[config.mk]
export PLATFORM = sky130hd
export DESIGN_NAME = heartbeat_watchdog_led
export DESIGN_NICKNAME = d
export VERILOG_FILES = /design/src/rtl/core/hbwd_pkg.sv /design/src/rtl/core/hbwd_regs.sv /design/src/rtl/core/hbwd_engine.sv /design/src/rtl/core/heartbeat_watchdog_led.sv
export SDC_FILE = /design/constraint.sdc
export NUM_CORES = 1
export LEC_CHECK = 0
export BUFFER_PORTS_ARGS = -buffer_cell sky130_fd_sc_hd__buf_2
export CORE_ASPECT_RATIO = 0.5
export CORE_UTILIZATION = 57
export DETAILED_ROUTE_END_ITERATION = 8
export HOLD_SLACK_MARGIN = 0.08
export PLACE_DENSITY_LB_ADDON = 0.25
export SLEW_MARGIN = 30
export SYNTH_ARGS = -nofsm -noshare
export SYNTH_HDL_FRONTEND = slang
export SYNTH_SLANG_ARGS = --single-unit
[constraint.sdc]
create_clock -name clk -period 6.9 [get_ports clk]
set_input_delay 0.69 -clock clk [delete_from_list [all_inputs] [get_ports clk]]
set_output_delay 0.69 -clock clk [all_outputs]
set_load 0.05 [all_outputs]
[src/rtl/core/hbwd_pkg.sv]
// ----------------------------------------------------------------------------
// hbwd_pkg: shared types and constants for the heartbeat watchdog
// Command and mode codes, register indexes, reset values and the structs
// passed between the register file, the engine and the top level.
// ----------------------------------------------------------------------------
package hbwd_pkg;

    localparam int unsigned COUNTER_WIDTH_DEF = 16;
    localparam int unsigned CFG_IDX_W         = 3;
    localparam int unsigned CFG_DATA_W        = 16;

    typedef enum logic [CFG_IDX_W-1:0] {
        REG_STALL_TIMEOUT  = 3'd0,
        REG_SLOW_PERIOD    = 3'd1,
        REG_MID_PERIOD     = 3'd2,
        REG_FAST_PERIOD    = 3'd3,
        REG_LOW_THRESHOLD  = 3'd4,
        REG_HIGH_THRESHOLD = 3'd5,
        REG_SELFTEST_DWELL = 3'd6
    } reg_idx_t;

    typedef enum logic [1:0] {
        CMD_TICK  = 2'd0,
        CMD_KICK  = 2'd1,
        CMD_LOAD  = 2'd2,
        CMD_FORCE = 2'd3
    } cmd_t;

    typedef enum logic [2:0] {
        MODE_BOOT  = 3'b001,
        MODE_RUN   = 3'b010,
        MODE_FAULT = 3'b100
    } mode_t;

    localparam logic [1:0] HEALTH_BOOT  = 2'd0;
    localparam logic [1:0] HEALTH_RUN   = 2'd1;
    localparam logic [1:0] HEALTH_FAULT = 2'd2;

    // rgb order: red is the MSB
    localparam logic [2:0] LED_OFF   = 3'b000;
    localparam logic [2:0] LED_RED   = 3'b100;
    localparam logic [2:0] LED_GREEN = 3'b010;
    localparam logic [2:0] LED_BLUE  = 3'b001;

    localparam logic [15:0] STALL_TIMEOUT_RST  = 16'd20;
    localparam logic [15:0] SLOW_PERIOD_RST    = 16'd20;
    localparam logic [15:0] MID_PERIOD_RST     = 16'd8;
    localparam logic [15:0] FAST_PERIOD_RST    = 16'd3;
    localparam logic [9:0]  LOW_THRESHOLD_RST  = 10'd200;
    localparam logic [9:0]  HIGH_THRESHOLD_RST = 10'd700;
    localparam logic [7:0]  SELFTEST_DWELL_RST = 8'd2;

    typedef struct packed {
        logic [15:0] stall_timeout;
        logic [15:0] slow_period;
        logic [15:0] mid_period;
        logic [15:0] fast_period;
        logic [9:0]  low_threshold;
        logic [9:0]  high_threshold;
        logic [7:0]  selftest_dwell;
    } cfg_t;

    typedef struct packed {
        cmd_t       command;
        logic [9:0] load_level;
        logic       fault_on;
    } cmd_req_t;

    typedef struct packed {
        logic [2:0] led;
        logic [1:0] health;
        logic       selftest_active;
    } status_t;

    function automatic logic [1:0] health_code(mode_t m);
        logic [1:0] code;
        unique case (m)
            MODE_RUN:   code = HEALTH_RUN;
            MODE_FAULT: code = HEALTH_FAULT;
            default:    code = HEALTH_BOOT;
        endcase
        return code;
    endfunction

endpackage

[src/rtl/core/hbwd_regs.sv]
// ----------------------------------------------------------------------------
// hbwd_regs: configuration register file
// Seven writable registers, always ready; writes to unused indexes are dropped.
// ----------------------------------------------------------------------------
module hbwd_regs
    import hbwd_pkg::*;
(
    input  logic                  clk,
    input  logic                  rst_n,
    input  logic                  cfg_valid,
    output logic                  cfg_ready,
    input  logic [CFG_IDX_W-1:0]  cfg_index,
    input  logic [CFG_DATA_W-1:0] cfg_data,
    output cfg_t                  cfg
);

    cfg_t cfg_reg;
    cfg_t cfg_next;

    assign cfg_ready = 1'b1;
    assign cfg       = cfg_reg;

    always_comb
    begin
        cfg_next = cfg_reg;
        if (cfg_valid)
        begin
            unique case (cfg_index)
                REG_STALL_TIMEOUT:  cfg_next.stall_timeout  = cfg_data[15:0];
                REG_SLOW_PERIOD:    cfg_next.slow_period    = cfg_data[15:0];
                REG_MID_PERIOD:     cfg_next.mid_period     = cfg_data[15:0];
                REG_FAST_PERIOD:    cfg_next.fast_period    = cfg_data[15:0];
                REG_LOW_THRESHOLD:  cfg_next.low_threshold  = cfg_data[9:0];
                REG_HIGH_THRESHOLD: cfg_next.high_threshold = cfg_data[9:0];
                REG_SELFTEST_DWELL: cfg_next.selftest_dwell = cfg_data[7:0];
                default:            cfg_next = cfg_reg;
            endcase
        end
    end

    always_ff @(posedge clk or negedge rst_n)
    begin
        if (!rst_n)
        begin
            cfg_reg.stall_timeout  <= STALL_TIMEOUT_RST;
            cfg_reg.slow_period    <= SLOW_PERIOD_RST;
            cfg_reg.mid_period     <= MID_PERIOD_RST;
            cfg_reg.fast_period    <= FAST_PERIOD_RST;
            cfg_reg.low_threshold  <= LOW_THRESHOLD_RST;
            cfg_reg.high_threshold <= HIGH_THRESHOLD_RST;
            cfg_reg.selftest_dwell <= SELFTEST_DWELL_RST;
        end
        else
        begin
            cfg_reg <= cfg_next;
        end
    end

endmodule

[src/rtl/core/hbwd_engine.sv]
// ----------------------------------------------------------------------------
// hbwd_engine: watchdog state and single-pass command update
// Holds mode, stall and blink counters and the self-test sequencer; on each
// step applies one command and presents the resulting status.
// ----------------------------------------------------------------------------
module hbwd_engine
    import hbwd_pkg::*;
#(
    parameter int unsigned COUNTER_WIDTH = COUNTER_WIDTH_DEF
)
(
    input  logic     clk,
    input  logic     rst_n,
    input  logic     step,
    input  cmd_req_t req,
    input  cfg_t     cfg,
    output status_t  status
);

    localparam int unsigned CMP_W = (COUNTER_WIDTH > 16) ? COUNTER_WIDTH : 16;
    localparam logic [COUNTER_WIDTH-1:0] CNT_MAX = {COUNTER_WIDTH{1'b1}};

    mode_t                    mode_reg, mode_next;
    logic                     kick_reg, kick_next;
    logic [COUNTER_WIDTH-1:0] stall_reg, stall_next;
    logic                     forced_reg, forced_next;
    logic                     green_reg, green_next;
    logic [15:0]              interval_reg, interval_next;
    logic [COUNTER_WIDTH-1:0] blink_reg, blink_next;
    logic [1:0]               test_step_reg, test_step_next;
    logic                     test_done_reg, test_done_next;
    logic [7:0]               dwell_reg, dwell_next;
    logic [2:0]               led_reg, led_next;
    logic [7:0]               dwell_inc;

    function automatic logic [2:0] show_led(mode_t m, logic phase);
        logic [2:0] led;
        if (m == MODE_RUN)
        begin
            led = phase ? LED_GREEN : LED_OFF;
        end
        else
        begin
            led = LED_RED;
        end
        return led;
    endfunction

    assign dwell_inc = dwell_reg + 8'd1;

    always_comb
    begin
        mode_next      = mode_reg;
        kick_next      = kick_reg;
        stall_next     = stall_reg;
        forced_next    = forced_reg;
        green_next     = green_reg;
        interval_next  = interval_reg;
        blink_next     = blink_reg;
        test_step_next = test_step_reg;
        test_done_next = test_done_reg;
        dwell_next     = dwell_reg;
        led_next       = led_reg;

        if (step)
        begin
            unique case (req.command)
                CMD_TICK:
                begin
                    if (!test_done_reg)
                    begin
                        if (test_step_reg == 2'd3)
                        begin
                            test_done_next = 1'b1;
                            led_next       = show_led(mode_reg, green_reg);
                        end
                        else
                        begin
                            unique case (test_step_reg)
                                2'd0:    led_next = LED_BLUE;
                                2'd1:    led_next = LED_RED;
                                default: led_next = LED_GREEN;
                            endcase
                            if (dwell_inc >= cfg.selftest_dwell)
                            begin
                                dwell_next     = '0;
                                test_step_next = test_step_reg + 2'd1;
                                // last colour done: leave the self-test
                                if (test_step_reg == 2'd2)
                                begin
                                    test_done_next = 1'b1;
                                    led_next       = show_led(mode_reg, green_reg);
                                end
                            end
                            else
                            begin
                                dwell_next = dwell_inc;
                            end
                        end
                    end
                    else
                    begin
                        priority if (forced_reg)
                        begin
                            mode_next = MODE_FAULT;
                        end
                        else if (!kick_reg)
                        begin
                            if (stall_reg != CNT_MAX)
                            begin
                                stall_next = stall_reg + 1'b1;
                            end
                            if (CMP_W'(stall_next) >= CMP_W'(cfg.stall_timeout))
                            begin
                                mode_next  = MODE_FAULT;
                                green_next = 1'b0;
                            end
                        end
                        else
                        begin
                            stall_next = '0;
                            kick_next  = 1'b0;
                            mode_next  = MODE_RUN;
                        end

                        if (mode_next == MODE_RUN)
                        begin
                            blink_next = blink_reg + 1'b1;
                            if (CMP_W'(blink_next) >= CMP_W'(interval_reg))
                            begin
                                blink_next = '0;
                                green_next = ~green_next;
                            end
                        end
                        else
                        begin
                            green_next = 1'b0;
                        end
                        led_next = show_led(mode_next, green_next);
                    end
                end
                CMD_KICK:
                begin
                    kick_next = 1'b1;
                end
                CMD_LOAD:
                begin
                    priority if (req.load_level <= cfg.low_threshold)
                    begin
                        interval_next = cfg.slow_period;
                    end
                    else if (req.load_level <= cfg.high_threshold)
                    begin
                        interval_next = cfg.mid_period;
                    end
                    else
                    begin
                        interval_next = cfg.fast_period;
                    end
                end
                CMD_FORCE:
                begin
                    test_done_next = 1'b1;
                    if (req.fault_on)
                    begin
                        forced_next = 1'b1;
                        mode_next   = MODE_FAULT;
                        green_next  = 1'b0;
                    end
                    else
                    begin
                        forced_next = 1'b0;
                        stall_next  = '0;
                        kick_next   = 1'b0;
                        mode_next   = MODE_RUN;
                    end
                    led_next = show_led(mode_next, green_next);
                end
                default:
                begin
                    kick_next = kick_reg;
                end
            endcase
        end
    end

    assign status.led             = led_next;
    assign status.health          = health_code(mode_next);
    assign status.selftest_active = ~test_done_next;

    always_ff @(posedge clk or negedge rst_n)
    begin
        if (!rst_n)
        begin
            mode_reg      <= MODE_BOOT;
            kick_reg      <= 1'b0;
            stall_reg     <= '0;
            forced_reg    <= 1'b0;
            green_reg     <= 1'b0;
            interval_reg  <= SLOW_PERIOD_RST;
            blink_reg     <= '0;
            test_step_reg <= 2'd0;
            test_done_reg <= 1'b0;
            dwell_reg     <= 8'd0;
            led_reg       <= LED_RED;
        end
        else
        begin
            mode_reg      <= mode_next;
            kick_reg      <= kick_next;
            stall_reg     <= stall_next;
            forced_reg    <= forced_next;
            green_reg     <= green_next;
            interval_reg  <= interval_next;
            blink_reg     <= blink_next;
            test_step_reg <= test_step_next;
            test_done_reg <= test_done_next;
            dwell_reg     <= dwell_next;
            led_reg       <= led_next;
        end
    end

`ifndef SYNTHESIS
    a_boot_during_selftest: assert property (@(posedge clk) disable iff (!rst_n)
        !test_done_reg |-> (mode_reg == MODE_BOOT))
        else $error("mode left boot before the self-test finished");

    a_forced_is_fault: assert property (@(posedge clk) disable iff (!rst_n)
        forced_reg |-> (mode_reg == MODE_FAULT))
        else $error("forced fault without fault mode");

    a_run_led_green_only: assert property (@(posedge clk) disable iff (!rst_n)
        (mode_reg == MODE_RUN) |-> (!led_reg[2] && !led_reg[0]))
        else $error("red or blue lit in run mode");
`endif

endmodule

[src/rtl/core/heartbeat_watchdog_led.sv]
// ----------------------------------------------------------------------------
// heartbeat_watchdog_led: heartbeat watchdog with an RGB status LED
// Path: a transfer loads the input reg; when the result slot is free or
// draining the command is processed and the status loads the result reg.
// Throughput: one command per cycle unless out_stall blocks; single-pass update.
// Reset: async active low; engine LED red, mode boot, config registers to their defaults.
// ----------------------------------------------------------------------------
module heartbeat_watchdog_led
    import hbwd_pkg::*;
#(
    parameter int unsigned COUNTER_WIDTH = COUNTER_WIDTH_DEF
)
(
    input  logic                  clk,
    input  logic                  rst_n,
    input  logic                  in_valid,
    output logic                  in_stall,
    input  logic [1:0]            command,
    input  logic [9:0]            load_level,
    input  logic                  fault_on,
    output logic                  out_valid,
    input  logic                  out_stall,
    output logic                  led_red,
    output logic                  led_green,
    output logic                  led_blue,
    output logic [1:0]            health_mode,
    output logic                  selftest_active,
    input  logic                  cfg_valid,
    output logic                  cfg_ready,
    input  logic [CFG_IDX_W-1:0]  cfg_index,
    input  logic [CFG_DATA_W-1:0] cfg_data
);

    cfg_t     cfg;
    cmd_req_t req_reg;
    logic     req_valid_reg, req_valid_next;
    status_t  status;
    status_t  result_reg;
    logic     out_valid_reg, out_valid_next;
    logic     advance;
    logic     step;
    logic     in_xfer;

    hbwd_regs u_regs (
        .clk       (clk),
        .rst_n     (rst_n),
        .cfg_valid (cfg_valid),
        .cfg_ready (cfg_ready),
        .cfg_index (cfg_index),
        .cfg_data  (cfg_data),
        .cfg       (cfg)
    );

    hbwd_engine #(
        .COUNTER_WIDTH (COUNTER_WIDTH)
    ) u_engine (
        .clk    (clk),
        .rst_n  (rst_n),
        .step   (step),
        .req    (req_reg),
        .cfg    (cfg),
        .status (status)
    );

    // result slot is free or being drained this cycle
    assign advance  = !out_valid_reg || !out_stall;
    assign step     = req_valid_reg && advance;
    assign in_stall = req_valid_reg && !advance;
    assign in_xfer  = in_valid && !in_stall;

    always_comb
    begin
        priority if (in_xfer)
        begin
            req_valid_next = 1'b1;
        end
        else if (step)
        begin
            req_valid_next = 1'b0;
        end
        else
        begin
            req_valid_next = req_valid_reg;
        end

        priority if (step)
        begin
            out_valid_next = 1'b1;
        end
        else if (!out_stall)
        begin
            out_valid_next = 1'b0;
        end
        else
        begin
            out_valid_next = out_valid_reg;
        end
    end

    always_ff @(posedge clk or negedge rst_n)
    begin
        if (!rst_n)
        begin
            req_valid_reg <= 1'b0;
            out_valid_reg <= 1'b0;
        end
        else
        begin
            req_valid_reg <= req_valid_next;
            out_valid_reg <= out_valid_next;
        end
    end

    // payload registers: load on input transfer or step only
    always_ff @(posedge clk)
    begin
        if (in_xfer)
        begin
            req_reg.command    <= cmd_t'(command);
            req_reg.load_level <= load_level;
            req_reg.fault_on   <= fault_on;
        end
        if (step)
        begin
            result_reg <= status;
        end
    end

    assign out_valid       = out_valid_reg;
    assign led_red         = result_reg.led[2];
    assign led_green       = result_reg.led[1];
    assign led_blue        = result_reg.led[0];
    assign health_mode     = result_reg.health;
    assign selftest_active = result_reg.selftest_active;

`ifndef SYNTHESIS
    a_step_gives_result: assert property (@(posedge clk) disable iff (!rst_n)
        step |=> out_valid_reg)
        else $error("processed command produced no result");

    a_stall_only_when_full: assert property (@(posedge clk) disable iff (!rst_n)
        in_stall |-> req_valid_reg)
        else $error("input stalled with an empty input stage");

    a_blocked_item_held: assert property (@(posedge clk) disable iff (!rst_n)
        (req_valid_reg && out_valid_reg && out_stall) |=> req_valid_reg)
        else $error("blocked command dropped from the input stage");
`endif

endmodule
==> results.txt <==
The path class of the lowest-slack min-delay path is in2async. The cts-stage hold buffer count came out at 0. The clock net in this run drives a total of 181 sinks. The die height came out at 95.4 um. In this run the standard cell core region covers 0.0167 sq mm. The setup TNS is 0 ns. In the final layout, the share of cells above drive strength 1 is 0.231.

Traced cell by cell, the critical path runs through ha_1, nand3_1, nor2_1, and3_1, and2_1, nand3_1, xnor2_1, ha_1, nand4_1, nor2_1, nand4_1, o21ai_2, xnor2_1, o32ai_1. The share of the cycle needed by the critical path after routing came out at 0.605. The leakage power of the design is 4.98 nW. sky130_fd_sc_hd__dfrtp_1 takes more of the synthesized area than any other cell. For this configuration, the core starts out at a cell density of 0.594. The via count of the first global-routing pass is 6,736. The arrival time reported for the critical path endpoint came out at 4.38 ns.

The detail route stage leaves a number of antenna-violating nets equal to 0. The fraction of synthesis flops using an asynchronous set or reset pin came out at 0.895. For the finished layout, the period the worst path requires is 4.17 ns. The overall die area is 0.0180 sq mm.

The run finished with clean final reports. The largest fanout on the critical path is 17. The total number of vias is 7,067. Based on the critical path, the design can be clocked at up to 0.240 GHz. For this run the aggregate overflow at the end of global routing stands at 0. Setup repair after global routing left no endpoint under its margin.

The sum of internal, switching and leakage power came out at 3.23 mW. The final HPWL from detailed placement is 15,100 um. Ranked by total cell area, the synthesized netlist is headed by sky130_fd_sc_hd__dfrtp_1 35%, sky130_fd_sc_hd__ha_1 9.3%, sky130_fd_sc_hd__mux2_2 8.2%. Of the post-synthesis cell area, the dominant cell type holds 0.355.

On the critical path, the stage with the largest delay is an instance of sky130_fd_sc_hd__o21ai_2. The post-detailed-route via-to-cell ratio came out at 5.94. The number of buffers and inverters on the critical path is 0. The number of nets in the layout came out at 1,061. The count of routing violations after the opening detailed-route iteration is 610.

The library cell used most frequently in the layout, excluding fill and tap cells, is sky130_fd_sc_hd__dfrtp_1. 0 antenna diodes ended up in the layout. The number of warnings printed during yosys synthesis came out at 0.

The worst pin sits at a relative slew slack of 0.360. The root buffer cell chosen for the clock tree is sky130_fd_sc_hd__clkbuf_16. The clock tree synthesis step divided the H-tree into 4 levels. After clock tree synthesis, the clock-pin slew on the worst setup and hold paths is 0.07 ns.

The number of detailed-routing iterations run before antenna repair came out at 7. TritonCTS built the clock tree. Averaged over all synthesized cells, the footprint is 10.9 sq um. The worst-case clock buffer depth came out at 2. The element type at the critical path end is a flip-flop. In this run the cell area of the synthesized design comes to 0.00994 sq mm. The distinct cell type count after synthesis came out at 81. The sequential-to-total area share from yosys stat is 0.468.

The setup clock skew after layout is 0.0135 ns. The type of the worst setup path is reg2reg. The count of buffers inserted at the top-level ports is 44. After filler insertion, the fill cell instance count of the layout stands at 1,268. Synthesis produced a netlist whose cell count is 909. The number of antenna violations at the first check in global routing is 0. The die extent in x came out at 189 um. For the worst setup path, the data required time is 7.11 ns. The global placement routability congestion is 0.924. The clock reaches the later pin of the worst-skew pair after 0.43 ns. The number of enable flip-flop cells after synthesis came out at 19.

The synthesized netlist net count is 1,020. The number of maximum-capacitance constraint violations is 0. The sort of element at the start of the critical path is a flip-flop. The total routing resource utilization after global routing is 0.254. Power spread over the standard cell area amounts to 295 mW/mm^2.

For this block, the routed nets add up to 21,500 um of wire. Among all flip-flop cells after synthesis, the most frequent one is sky130_fd_sc_hd__dfrtp_1. The largest stage delay on the critical path is 0.68 ns. Entering global routing, the biggest net connects 83 pins. The wire length per cell after detailed routing came out at 18.1 um.

From synthesis to final layout, the design area changed by 10.2%. The register bit count reported by yosys is 181. The hold violation total from the final report is 0. The number of DRC violations after detailed routing is 0. The count of final max-slew check failures is 0. The number of buffers added by the clock tree synthesis step is 17. The cell family contributing the most delay on the critical path is simple AND/OR/NAND/NOR gates.

The site row count is 33. For this design the top-level I/O count stands at 46. The number of buffers added for setup after CTS came out at 0. The register with the most flip-flops in the layout has 92 of them.

After clock tree synthesis, the repair step resized 0 gates. In the layout the commonest cells are 141 x sky130_fd_sc_hd__dfrtp_1, 74 x sky130_fd_sc_hd__ha_1, 72 x sky130_fd_sc_hd__inv_1, 72 x sky130_fd_sc_hd__mux2_2, 71 x sky130_fd_sc_hd__nand2_1. The wire length of the first global-routing pass came out at 35,200 um.

The peak supply drop came out at 0.179 mV. The number of setup violations in the final report is 0. At the pin with the least slew margin, the transition time is 0.957 ns.
area by class of cell:
type                    count  area (sq um)  area share
clock buffers              18           450      0.0411
clock inverters            14           150      0.0137
inverters                  74           278      0.0254
multi-input cells         626          4870       0.444
flip-flops and latches    181          4650       0.425
well taps                 227           284      0.0259
repair buffers             50           275      0.0251
report_power, final:
| group | switching, mW | leakage [nW] | internal (mW) |
|---|---|---|---|
| Clock | 0.473 | 0.296 | 0.508 |
| Sequential | 0.119 | 2.16 | 1.31 |
| Combinational | 0.459 | 2.52 | 0.362 |
| Total | 1.05 | 4.98 | 2.18 |
stage by stage:
step	instance area [sq um]	cells	utilization	hold WS (ns)	setup WS, ns
floorplan	9940	909	-	0.394	3.56
global placement	10300	1157	0.618	0.446	3.09
detailed placement	10300	1158	0.619	0.454	2.82
CTS	10900	1190	0.655	0.320	2.78
global route	11000	1190	0.655	0.337	2.50
finish	11000	1190	0.655	0.262	2.73
synth_stat cells, types with 6 or more instances:
cell / n
sky130_fd_sc_hd__mux2i_1: 17
sky130_fd_sc_hd__a221oi_1: 6
sky130_fd_sc_hd__dfstp_2: 21
sky130_fd_sc_hd__o21ai_1: 19
sky130_fd_sc_hd__o31ai_1: 6
sky130_fd_sc_hd__ha_1: 74
sky130_fd_sc_hd__xnor2_1: 18
sky130_fd_sc_hd__nor3_1: 27
sky130_fd_sc_hd__nand3_1: 25
sky130_fd_sc_hd__a221oi_2: 9
sky130_fd_sc_hd__edfxtp_1: 19
sky130_fd_sc_hd__a21oi_1: 32
sky130_fd_sc_hd__nand2_1: 71
sky130_fd_sc_hd__nor2b_1: 11
sky130_fd_sc_hd__and3_1: 10
sky130_fd_sc_hd__o21ai_0: 38
sky130_fd_sc_hd__a22o_1: 11
sky130_fd_sc_hd__dfrtp_1: 141
sky130_fd_sc_hd__nand4_1: 10
sky130_fd_sc_hd__nor2_1: 30
sky130_fd_sc_hd__clkbuf_1: 16
sky130_fd_sc_hd__mux2_2: 72
sky130_fd_sc_hd__and2_1: 6
sky130_fd_sc_hd__o21a_1: 8
sky130_fd_sc_hd__inv_1: 72
sky130_fd_sc_hd__xor2_1: 14
sky130_fd_sc_hd__a21o_1: 8
sky130_fd_sc_hd__a31oi_1: 14
sky130_fd_sc_hd__nand2b_1: 20
cells by family (layout without fill, tap and decap cells):
logic type	count (synthesis)	after routing	share of synthesized area
XOR/XNOR	32	32	0.0282
adder cells (fa/ha/maj)	74	74	0.0931
flip-flops	181	181	0.468
AND/OR/NAND/NOR	243	243	0.131
buffers and inverters	102	156	0.0438
other	1	1	0.000377
AO/OA/AOI/OAI	185	185	0.134
multiplexers	91	91	0.101
worst register-to-register path: cells and delay by family (launching register included):
family | cells | cell delay (ns)
AND/OR/NAND/NOR | 8 | 1.50
AO/OA/AOI/OAI | 2 | 1.09
adder cells (fa/ha/maj) | 2 | 0.56
flip-flops | 1 | 0.45
XOR/XNOR | 2 | 0.36
metal layers:
metal | global-route usage | part of all wire
met1 | 0.365 | 0.49
met2 | 0.401 | 0.45
met4 | 0.0679 | 0.013
met5 | 0 | 0
met3 | 0.0445 | 0.052
worst paths after layout:
| path | startpoint | endpoint | slack, ns | cells after the start |
|---|---|---|---|---|
| min in group clk | command[1] | req_reg[12] | 0.43 | 1 |
| setup / recovery | u_engine.blink_reg[0] | led_green | 2.73 | 14 |
| hold reg to reg | u_engine.led_reg[0] | u_engine.led_reg[0] | 0.48 | 2 |
| setup reg to reg | u_engine.blink_reg[0] | led_green | 2.73 | 14 |
| hold / removal | rst_n | u_regs.cfg[23] | 0.26 | 1 |
| max in group asynchronous | rst_n | u_engine.test_step_reg[0] | 5.34 | 2 |
(Power assumes the default switching activity.)
